--- src/hw/rtl/text_to_integer_any_base_top_macros.svh ---
// assertion macros shared by the rtl of the text to integer converter
// no dependencies; the asserting module provides clk and rst_n
`ifndef TEXT_TO_INTEGER_ANY_BASE_TOP_MACROS_SVH
`define TEXT_TO_INTEGER_ANY_BASE_TOP_MACROS_SVH

// checked only while out of reset
`define TTOI_ASSERT(lbl, prop, msg) \
  lbl: assert property (@(posedge clk) disable iff (!rst_n) prop) else $error(msg);

// checked on every edge, reset included
`define TTOI_ASSERT_ALWAYS(lbl, prop, msg) \
  lbl: assert property (@(posedge clk) prop) else $error(msg);

`endif

--- src/hw/rtl/ttoi_pkg.sv ---
// shared codes, character constants and helpers of the text to integer converter
// no dependencies
package ttoi_pkg;

  localparam int unsigned ACC_W = 32;
  localparam int unsigned CH_W  = 8;

  localparam logic [1:0] MODE_CLEAR  = 2'd0;
  localparam logic [1:0] MODE_APPEND = 2'd1;
  localparam logic [1:0] MODE_CHAR   = 2'd2;

  localparam logic [CH_W-1:0] CH_NUL       = 8'h00;
  localparam logic [CH_W-1:0] CH_TAB       = 8'h09;
  localparam logic [CH_W-1:0] CH_CR        = 8'h0D;
  localparam logic [CH_W-1:0] CH_SPACE     = 8'h20;
  localparam logic [CH_W-1:0] CH_PLUS      = 8'h2B;
  localparam logic [CH_W-1:0] CH_MINUS     = 8'h2D;
  localparam logic [CH_W-1:0] CH_LAST_PRNT = 8'd126;

  typedef enum logic [1:0] {
    PH_SPACE,
    PH_SIGN,
    PH_DIGIT,
    PH_DONE
  } phase_t;

  function automatic logic is_space(input logic [CH_W-1:0] c);
    return (c == CH_SPACE) || ((c >= CH_TAB) && (c <= CH_CR));
  endfunction

  // symbols that make the base unusable
  function automatic logic is_bad_symbol(input logic [CH_W-1:0] c);
    return (c == CH_PLUS) || (c == CH_MINUS) || (c <= CH_SPACE) || (c > CH_LAST_PRNT);
  endfunction

endpackage

--- src/hw/rtl/ttoi_ram.sv ---
// generic single write port, single read port ram with registered read data
// no dependencies
module ttoi_ram #(
  parameter int unsigned WIDTH = 8,
  parameter int unsigned DEPTH = 92
) (
  input  logic                     clk,
  input  logic                     we,
  input  logic [$clog2(DEPTH)-1:0] waddr,
  input  logic [WIDTH-1:0]         wdata,
  input  logic [$clog2(DEPTH)-1:0] raddr,
  output logic [WIDTH-1:0]         rdata
);

  logic [WIDTH-1:0] mem [DEPTH];
  logic [WIDTH-1:0] rdata_r;

  always_ff @(posedge clk) begin
    if (we) begin
      mem[waddr] <= wdata;
    end
    rdata_r <= mem[raddr];
  end

  assign rdata = rdata_r;

endmodule

--- src/hw/rtl/text_to_integer_any_base_top.sv ---
// text to signed 32-bit integer converter in a base set by a loaded symbol table
// uses ttoi_pkg, ttoi_ram and text_to_integer_any_base_top_macros.svh
// one item at a time; clear, unused mode, whitespace, sign and trailing characters are handled in S_IDLE
// a table scan (symbol append, digit or first non-digit) reads one entry per cycle through S_RD and S_CMP,
// ending at a hit or at the last entry; a digit's hit then passes through S_MUL for its multiply-add
// end of string: S_EMIT loads out_valid once the output is free; synchronous reset, table contents are kept
`include "text_to_integer_any_base_top_macros.svh"

module text_to_integer_any_base_top #(
  parameter int unsigned MAX_BASE = 92
) (
  input  logic               clk,
  input  logic               rst_n,
  input  logic               in_valid,
  output logic               in_ready,
  input  logic [1:0]         in_mode,
  input  logic [7:0]         in_ch,
  output logic               out_valid,
  input  logic               out_ready,
  output logic signed [31:0] out_value,
  output logic               out_base_ok
);

  localparam int unsigned CNT_W = $clog2(MAX_BASE + 1);
  localparam int unsigned IDX_W = $clog2(MAX_BASE);
  localparam int unsigned ACC_W = ttoi_pkg::ACC_W;
  localparam int unsigned CH_W  = ttoi_pkg::CH_W;

  typedef enum logic [2:0] {
    S_IDLE,
    S_RD,
    S_CMP,
    S_MUL,
    S_EMIT
  } state_t;

  state_t            state_r, state_nxt;
  logic [CNT_W-1:0]  count_r, count_nxt;
  logic              invalid_r, invalid_nxt;
  ttoi_pkg::phase_t  phase_r, phase_nxt;
  logic              neg_r, neg_nxt;
  logic [ACC_W-1:0]  acc_r, acc_nxt;
  logic [IDX_W-1:0]  idx_r, idx_nxt;
  logic              dup_r, dup_nxt;
  logic [CH_W-1:0]   key_r, key_nxt;
  logic              out_valid_r, out_valid_nxt;
  logic [ACC_W-1:0]  out_value_r, out_value_nxt;
  logic              out_base_ok_r, out_base_ok_nxt;

  logic              ram_we;
  logic [IDX_W-1:0]  ram_waddr;
  logic [IDX_W-1:0]  ram_raddr;
  logic [CH_W-1:0]   ram_rdata;

  logic [CNT_W-1:0]  idx_plus;
  logic              hit;
  logic              last;
  logic              take_digit;
  logic              ok;
  logic              in_acc;

  ttoi_ram #(
    .WIDTH (CH_W),
    .DEPTH (MAX_BASE)
  ) u_table (
    .clk   (clk),
    .we    (ram_we),
    .waddr (ram_waddr),
    .wdata (key_nxt),
    .raddr (ram_raddr),
    .rdata (ram_rdata)
  );

  assign in_ready = (state_r == S_IDLE);
  assign in_acc   = in_valid && in_ready;
  assign idx_plus = CNT_W'(idx_r) + CNT_W'(1);
  assign hit      = (ram_rdata == key_r);
  assign last     = (idx_plus == count_r);
  assign ok       = !invalid_r && (count_r >= CNT_W'(2));

  always_comb begin
    state_nxt       = state_r;
    count_nxt       = count_r;
    invalid_nxt     = invalid_r;
    phase_nxt       = phase_r;
    neg_nxt         = neg_r;
    acc_nxt         = acc_r;
    idx_nxt         = idx_r;
    dup_nxt         = dup_r;
    key_nxt         = key_r;
    out_valid_nxt   = out_valid_r && !out_ready;
    out_value_nxt   = out_value_r;
    out_base_ok_nxt = out_base_ok_r;
    ram_we          = 1'b0;
    ram_waddr       = count_r[IDX_W-1:0];
    ram_raddr       = '0;
    take_digit      = 1'b0;

    unique case (state_r)
      S_IDLE: begin
        if (in_acc) begin
          key_nxt = in_ch;
          case (in_mode)
            ttoi_pkg::MODE_CLEAR: begin
              count_nxt   = '0;
              invalid_nxt = 1'b0;
              phase_nxt   = ttoi_pkg::PH_SPACE;
              neg_nxt     = 1'b0;
              acc_nxt     = '0;
            end
            ttoi_pkg::MODE_APPEND: begin
              phase_nxt = ttoi_pkg::PH_SPACE;
              neg_nxt   = 1'b0;
              acc_nxt   = '0;
              if (count_r >= CNT_W'(MAX_BASE)) begin
                invalid_nxt = 1'b1;
              end else begin
                if (ttoi_pkg::is_bad_symbol(in_ch)) begin
                  invalid_nxt = 1'b1;
                end
                ram_we = 1'b1;
                if (count_r == '0) begin
                  count_nxt = count_r + CNT_W'(1);
                end else begin
                  // duplicate check over the entries already stored
                  dup_nxt   = 1'b1;
                  idx_nxt   = '0;
                  state_nxt = S_RD;
                end
              end
            end
            ttoi_pkg::MODE_CHAR: begin
              if (in_ch == ttoi_pkg::CH_NUL) begin
                state_nxt = S_EMIT;
              end else begin
                case (phase_r)
                  ttoi_pkg::PH_SPACE, ttoi_pkg::PH_SIGN: begin
                    if (phase_r == ttoi_pkg::PH_SPACE && ttoi_pkg::is_space(in_ch)) begin
                      phase_nxt = phase_r;
                    end else if (in_ch == ttoi_pkg::CH_MINUS) begin
                      neg_nxt   = !neg_r;
                      phase_nxt = ttoi_pkg::PH_SIGN;
                    end else if (in_ch == ttoi_pkg::CH_PLUS) begin
                      phase_nxt = ttoi_pkg::PH_SIGN;
                    end else begin
                      take_digit = 1'b1;
                    end
                  end
                  ttoi_pkg::PH_DIGIT: take_digit = 1'b1;
                  default: take_digit = 1'b0;
                endcase
                if (take_digit) begin
                  if (count_r == '0) begin
                    phase_nxt = ttoi_pkg::PH_DONE;
                  end else begin
                    phase_nxt = ttoi_pkg::PH_DIGIT;
                    dup_nxt   = 1'b0;
                    idx_nxt   = '0;
                    state_nxt = S_RD;
                  end
                end
              end
            end
            default: begin
              state_nxt = S_IDLE;
            end
          endcase
        end
      end
      S_RD: begin
        ram_raddr = idx_r;
        state_nxt = S_CMP;
      end
      S_CMP: begin
        // ram data belongs to idx_r; the next entry is read in the same cycle
        if (hit) begin
          if (dup_r) begin
            invalid_nxt = 1'b1;
            count_nxt   = count_r + CNT_W'(1);
            state_nxt   = S_IDLE;
          end else begin
            state_nxt = S_MUL;
          end
        end else if (last) begin
          if (dup_r) begin
            count_nxt = count_r + CNT_W'(1);
          end else begin
            phase_nxt = ttoi_pkg::PH_DONE;
          end
          state_nxt = S_IDLE;
        end else begin
          idx_nxt   = idx_plus[IDX_W-1:0];
          ram_raddr = idx_plus[IDX_W-1:0];
        end
      end
      S_MUL: begin
        acc_nxt   = ACC_W'(acc_r * ACC_W'(count_r)) + ACC_W'(idx_r);
        state_nxt = S_IDLE;
      end
      S_EMIT: begin
        if (!out_valid_r || out_ready) begin
          out_valid_nxt   = 1'b1;
          out_base_ok_nxt = ok;
          out_value_nxt   = ok ? (neg_r ? (ACC_W'(0) - acc_r) : acc_r) : '0;
          phase_nxt       = ttoi_pkg::PH_SPACE;
          neg_nxt         = 1'b0;
          acc_nxt         = '0;
          state_nxt       = S_IDLE;
        end
      end
      default: begin
        state_nxt = S_IDLE;
      end
    endcase
  end

  always_ff @(posedge clk) begin
    if (!rst_n) begin
      state_r     <= S_IDLE;
      count_r     <= '0;
      invalid_r   <= 1'b0;
      phase_r     <= ttoi_pkg::PH_SPACE;
      neg_r       <= 1'b0;
      acc_r       <= '0;
      out_valid_r <= 1'b0;
    end else begin
      state_r     <= state_nxt;
      count_r     <= count_nxt;
      invalid_r   <= invalid_nxt;
      phase_r     <= phase_nxt;
      neg_r       <= neg_nxt;
      acc_r       <= acc_nxt;
      out_valid_r <= out_valid_nxt;
    end
    idx_r         <= idx_nxt;
    dup_r         <= dup_nxt;
    key_r         <= key_nxt;
    out_value_r   <= out_value_nxt;
    out_base_ok_r <= out_base_ok_nxt;
  end

  assign out_valid   = out_valid_r;
  assign out_value   = signed'(out_value_r);
  assign out_base_ok = out_base_ok_r;

  `TTOI_ASSERT(a_scan_in_range, (state_r == S_CMP) |-> (CNT_W'(idx_r) < count_r), "scan past table end")
  `TTOI_ASSERT(a_count_max, count_r <= CNT_W'(MAX_BASE), "symbol count above table depth")
  `TTOI_ASSERT(a_nul_emits, (in_acc && in_mode == ttoi_pkg::MODE_CHAR && in_ch == ttoi_pkg::CH_NUL) |=> (state_r == S_EMIT), "end of string did not start emit")
  `TTOI_ASSERT(a_emit_loads, (state_r == S_EMIT && (!out_valid_r || out_ready)) |=> (out_valid_r && state_r == S_IDLE), "emit did not load the output item")
  `TTOI_ASSERT_ALWAYS(a_reset_clears, !rst_n |=> !out_valid_r, "output valid after reset")

endmodule
--- config.mk ---
export PLATFORM = sky130hd
export DESIGN_NAME = text_to_integer_any_base_top
export DESIGN_NICKNAME = d
export VERILOG_FILES = /design/src/hw/rtl/ttoi_pkg.sv /design/src/hw/rtl/ttoi_ram.sv /design/src/hw/rtl/text_to_integer_any_base_top.sv
export VERILOG_INCLUDE_DIRS = /design/src /design/src/hw/rtl
export SDC_FILE = /design/constraint.sdc
export NUM_CORES = 2
export LEC_CHECK = 0
export BUFFER_PORTS_ARGS = -buffer_cell sky130_fd_sc_hd__buf_2
export CORE_MARGIN = 4
export CORE_UTILIZATION = 55
export DETAILED_ROUTE_END_ITERATION = 12
export GPL_ROUTABILITY_DRIVEN = 0
export HOLD_SLACK_MARGIN = 0.02
export PLACE_DENSITY = 0.75
export SLEW_MARGIN = 40
export SYNTH_ARGS = -nofsm -noshare
export SYNTH_HDL_FRONTEND = slang
export SYNTH_SLANG_ARGS = --single-unit
--- constraint.sdc ---
create_clock -name clk -period 7.33 [get_ports clk]
set_input_delay 1.0995 -clock clk [delete_from_list [all_inputs] [get_ports clk]]
set_output_delay 1.0995 -clock clk [all_outputs]
set_load 0.005 [all_outputs]
## Word level (Yosys, flattened, before mapping)

Memories as Yosys holds them, arrays and structs flattened. A register that Yosys moved wholly into a read port is not among the register bits.
Cells that the tools add are included.

| word-level totals | value |
|---|---|
| register bits | 96 |
| RAM bits | 736 |
| logic and storage cells | 192 |
| memories kept | 1 |

| cells by class | value |
|---|---|
| add/subtract/negate cells | 4 |
| multiply operators | 1 |
| magnitude comparators | 6 |
| equal/unequal tests | 44 |
| muxes and demuxes | 89 |
| reduce and logical (&&, ||, !) cells | 35 |

Memories:

| name | words | width | read ports | clocked after memory_dff | write ports | RTL line | source |
|---|---|---|---|---|---|---|---|
| u_table.mem | 92 | 8 | 1 | 1 | 1 | ttoi_ram.sv:15 | `logic [WIDTH-1:0] mem [DEPTH];` |

Operators by type and width:

| operator | number |
|---|---|
| 2-to-1 mux 32 bit | 4 |
| 2-to-1 mux 7 bit | 15 |
| one-hot mux 32 bit (3 select lines) | 1 |
| one-hot mux 7 bit (2 select lines) | 5 |
| adder 32 x 7 -> 32 bit | 1 |
| multiplier 32 x 7 -> 32 bit | 1 |
| 2-to-1 mux 1 bit | 32 |
| subtractor 1 x 32 -> 32 bit (first input constant) | 1 |
| inequality test 2 bit (second input constant) | 14 |
| equality test 8 x 6 -> 1 bit (second input constant) | 3 |
| 2-to-1 mux 2 bit | 12 |
| 2-to-1 mux 3 bit | 8 |
| AND reduction 8 bit | 3 |
| inequality test 3 bit (second input constant) | 7 |
| AND reduction 6 bit | 3 |
| 2-to-1 mux 8 bit | 2 |
| adder 7 x 1 -> 7 bit (second input constant) | 2 |
| inequality test 4 bit (second input constant) | 3 |
| one-hot mux 1 bit (2 select lines) | 6 |
| one-hot mux 3 bit (4 select lines) | 1 |
| AND reduction 11 bit | 1 |
| one-hot mux 3 bit (3 select lines) | 1 |
| equality test 8 bit | 1 |
| greater-or-equal comparator 8 x 4 -> 1 bit (second input constant) | 1 |
| other kinds (30) | 51 |

## Logic depth before layout (Yosys ltp)

| logic depth | value |
|---|---|
| depth in word-level cells | 15 |
| depth in mapped cells | 24 |

## Hierarchy

A second synthesis with hierarchy kept.

| second synthesis, totals | value |
|---|---|
| cells, all modules | 2643 |
| area, all modules | 40565.2 µm² |

Modules (own cells, without submodules):

| module | instances | cells an instance | area an instance (µm²) | sequential area each (µm²) |
|---|---|---|---|---|
| ttoi_ram | 1 | 1305 | 28781.4 | 22261.4 |
| text_to_integer_any_base_top | 1 | 1338 | 11783.8 | 2332.2 |

## Worst setup path before layout

No wires, ideal clock.

| path | value |
|---|---|
| path kind | register to register |
| start | reg count_r[3] |
| end | reg acc_r[27] |
| setup time | 0.062 ns |
| arrival | 5.531 ns |
| path slack | 1.737 ns |
| stages on the path, launching flop included | 23 |
| buffers on the path | 3 |
| cells stage by stage | dfxtp_1 clkbuf_1 clkbuf_1 clkbuf_1 and2_1 fa_1 fa_1 fa_1 inv_1 fa_1 inv_1 ha_1 a21o_1 a21oi_1 nor2b_1 nor2_1 and4_1 a21oi_1 a21bo_2 o31ai_1 a21oi_1 or4b_2 nand3_1 |

| between the ends | value |
|---|---|
| word-level cells in the longest chain between the ends | 3 |

RTL lines:

| what | RTL line | source |
|---|---|---|
| start, declared | text_to_integer_any_base_top.sv:38 | `logic [CNT_W-1:0] count_r, count_nxt;` |
| start signal, assigned | text_to_integer_any_base_top.sv:228 | `count_r <= count_nxt;` |
| multiplier 32 x 7 -> 32 bit | text_to_integer_any_base_top.sv:197 | `acc_nxt = ACC_W'(acc_r * ACC_W'(count_r)) + ACC_W'(idx_r);` |
| adder 32 x 7 -> 32 bit | text_to_integer_any_base_top.sv:197 |  |
| one-hot mux 32 bit (3 select lines) | text_to_integer_any_base_top.sv:99 | `unique case (state_r)` |
| end signal, assigned | text_to_integer_any_base_top.sv:232 | `acc_r <= acc_nxt;` |
| end, declared | text_to_integer_any_base_top.sv:42 | `logic [ACC_W-1:0] acc_r, acc_nxt;` |

No other way between the ends.
A chain may end at the register's enable or synchronous reset.

## Worst setup path in the final report

| path | value |
|---|---|
| start | reg count_r[4] |
| end | reg acc_r[27] |

The elaborated chain is that of the path after synthesis.

==> impl_metrics.json <==
{
  "status": "finished clean",
  "antenna_found_initial": 0,
  "layout_setup_ws_ps": 1450,
  "dieArea_sq_um": 80400,
  "cts_resized": 0,
  "grt-ovfl-total": 0,
  "cp.arrival_ps": 6440,
  "ys_seq_area_frac": 0.589,
  "root_buffer": "clkbuf_16",
  "drtPass1Iterations": 6,
  "fillerInstances": 5744,
  "synth.most_common_cell": "nand2_1",
  "yosys-top-cells-count": "813 x nand2_1, 777 x edfxtp_1, 342 x nand3_1, 195 x inv_1, 185 x nor2_1",
  "clk-insertion-delay-late_ps": 650,
  "maxCapViolCount": 0,
  "postCtsHoldBufs": 0,
  "detail-route-antenna-nets": 0,
  "path_clk_slew_ps": 70,
  "viasPerCell": 6.06,
  "ys.flop_type": "edfxtp_1",
  "grt_usage": 0.253,
  "wl_per_cell_um": 22.0,
  "avgSynthCellArea_sq_um": 11.3,
  "finalSetupTns_ps": 0,
  "critPathKind": "flop to flop",
  "max_freq_mhz": 170,
  "vias": 28500,
  "synth-simple-area-share": 0.189,
  "ys_seq_elements": 840,
  "core_sq_um": 74800,
  "die_w_um": 284,
  "finalNetCount": 3887,
  "post_cts_buffers": 0,
  "post-route-min-period_ps": 5880,
  "cts_tree": "done",
  "rows": 100,
  "cts_buffer_depth": 3,
  "cp-end-kind": "flop",
  "synth_edf_count": 777,
  "leakage_uw": 0.0169,
  "portBuffers": 48,
  "hold_viol_final": 0,
  "place_ws_ps": 1530,
  "power_density_nw_per_um2": 217,
  "antennaDiodeCount": 0,
  "syn_area_sq_um": 41800,
  "synth_top_family_by_area": "simple AND/OR/NAND/NOR gates",
  "htree_levels": 3,
  "synth_fp_nets": 3935,
  "cts_buffers": 84,
  "fin_total_pwr_uw": 9930,
  "yosysUniqueCellTypes": 79,
  "hp-class": "flop to flop",
  "utilization": 0.610,
  "path_buf_inv": 3,
  "path_max_fanout": 27,
  "syn_inst": 3710,
  "routed_wl_um": 103000,
  "hpwl_um": 64900,
  "ys_warn_count": 0,
  "cpMaxStageDelayCell": "dfxtp_1",
  "clock_skew_ps": 30.5,
  "drt_iter0_drc": 3223,
  "syn2layout_area_growth_pct": 9.32,
  "start_kind": "flop",
  "path_delay_family": "adder cells",
  "layout-drive-gt1-share": 0.0788,
  "synth-xor-area-share": 0.0181,
  "ys_top_cells_by_area": "edfxtp_1 56%, nand2_1 7.3%, fa_1 6.6%",
  "worst_pin_slew_ps": 872,
  "grt_pass1_vias": 27700,
  "drc": 0,
  "dp_cells": 4545,
  "die_h_um": 284,
  "peakVddDrop_mv": 0.158,
  "ioPinCount": 49,
  "cp_slowest_stage_delay_ps": 640,
  "layoutNonFillerInstCount": 4698,
  "cts_sinks": 840,
  "rsz0062_at_grt": "no",
  "synthMuxAreaShare": 0.00865,
  "setup-violations-final": 0,
  "grt_max_degree": 94,
  "yosysTopAreaCell": "edfxtp_1",
  "finalCritPeriodShare": 0.802,
  "report.final.slew_viol_count": 0,
  "synth_fa_ha_area_frac": 0.0880,
  "slew-limit-headroom": 0.409,
  "required_ps": 7890,
  "async_flop_share": 0,
  "cp_common_cell": "fa_1",
  "yosysTopAreaCellShare": 0.558,
  "initial_core_util": 0.558,
  "grt_pass1_wl_um": 161000,
  "synth_compound_area_frac": 0.0653,
  "crit_chain": "buf_4 -> and2_1 -> fa_1 -> fa_1 -> fa_1 -> inv_1 -> fa_1 -> inv_1 -> ha_1 -> a21o_1 -> a21oi_1 -> nor2b_1 -> nor2_1 -> and4_1 -> a21oi_1 -> a21bo_2 -> o31ai_1 -> a21oi_1 -> or4b_2 -> nand3_1"
}
flip-flops by register name, indices dropped and copies added, names as in the netlist:
register / cells
key_r: 8
u_table.mem: 736
state_r: 3
count_r: 7
idx_r: 7
out_valid: 1
u_table.rdata: 8
out_base_ok: 1
dup_r: 1
acc_r: 32
phase_r: 2
neg_r: 1
out_value: 32
invalid_r: 1
placed cells by master (no fill, tap or decap), drive strengths merged, types with 14 or more instances in the layout:
| cell type | synthesis | routed |
|---|---|---|
| clkbuf | 141 | 99 |
| a22oi | 19 | 19 |
| and3 | 80 | 80 |
| nor2 | 185 | 185 |
| edfxtp | 777 | 777 |
| nor3 | 17 | 17 |
| or3 | 27 | 27 |
| buf | 102 | 109 |
| xnor2 | 45 | 45 |
| ha | 73 | 73 |
| and2 | 163 | 163 |
| inv | 195 | 197 |
| a21o | 17 | 17 |
| a31oi | 14 | 14 |
| xor2 | 39 | 39 |
| a311oi | 91 | 91 |
| nand3 | 342 | 342 |
| nand4 | 14 | 14 |
| mux2i | 26 | 26 |
| fa | 138 | 138 |
| a21oi | 63 | 63 |
| nor2b | 37 | 37 |
| clkinv | 0 | 40 |
| o21ai | 63 | 63 |
| dfxtp | 63 | 63 |
| nand2 | 813 | 813 |
worst min-delay path, stage by stage (launching register included):
cell	delay [ps]
dfxtp_1	310
nor2_1	100
nor2_1	50
layout make-up:
type / instances / area, sq um / share of cell area
timing repair buffer: 109 / 837 / 0.0183
tap: 969 / 1210 / 0.0265
inverter: 195 / 732 / 0.0160
clock buffer: 99 / 2160 / 0.0473
multi-input combinational: 2432 / 15600 / 0.342
clock inverter: 54 / 522 / 0.0114
sequential: 840 / 24600 / 0.538
stage by stage:
stage | hold slack [ps] | instance area [sq um]
3_5_place_dp | 487 | 42900
6_report | 500 | 45700
5_1_grt | 529 | 45700
4_1_cts | 498 | 45600
3_3_place_gp | 468 | 42800
2_1_floorplan | 441 | 41800
power breakdown:
part | switching (uW) | internal (uW) | total (uW) | leakage [uW]
combinational | 296 | 75.9 | 372 | 0.00820
clock | 1840 | 2370 | 4210 | 0.00129
sequential | 12.6 | 5330 | 5340 | 0.00743
final timing paths:
kind                   start         to  slack [ps]  cells after the start
hold / removal     invalid_r  invalid_r         500                      2
setup reg to reg  count_r[4]  acc_r[27]        1450                     20
setup / recovery  count_r[4]  acc_r[27]        1450                     20
hold reg to reg    invalid_r  invalid_r         500                      2
layer usage:
metal	GRT usage	part of all wire	wire length, um
met1	0.344	0.39	40600
met2	0.420	0.49	50700
met3	0.0341	0.083	8620
met4	0.0920	0.034	3550
met5	0	0	0
cell families after synthesis:
logic type      count (synthesis)
buf+inv                       438
xor+xnor                       85
fa+ha+maj                     211
flops                         840
compound gates                375
simple gates                 1726
mux                            35
Power figures use the tool's default switching activity.
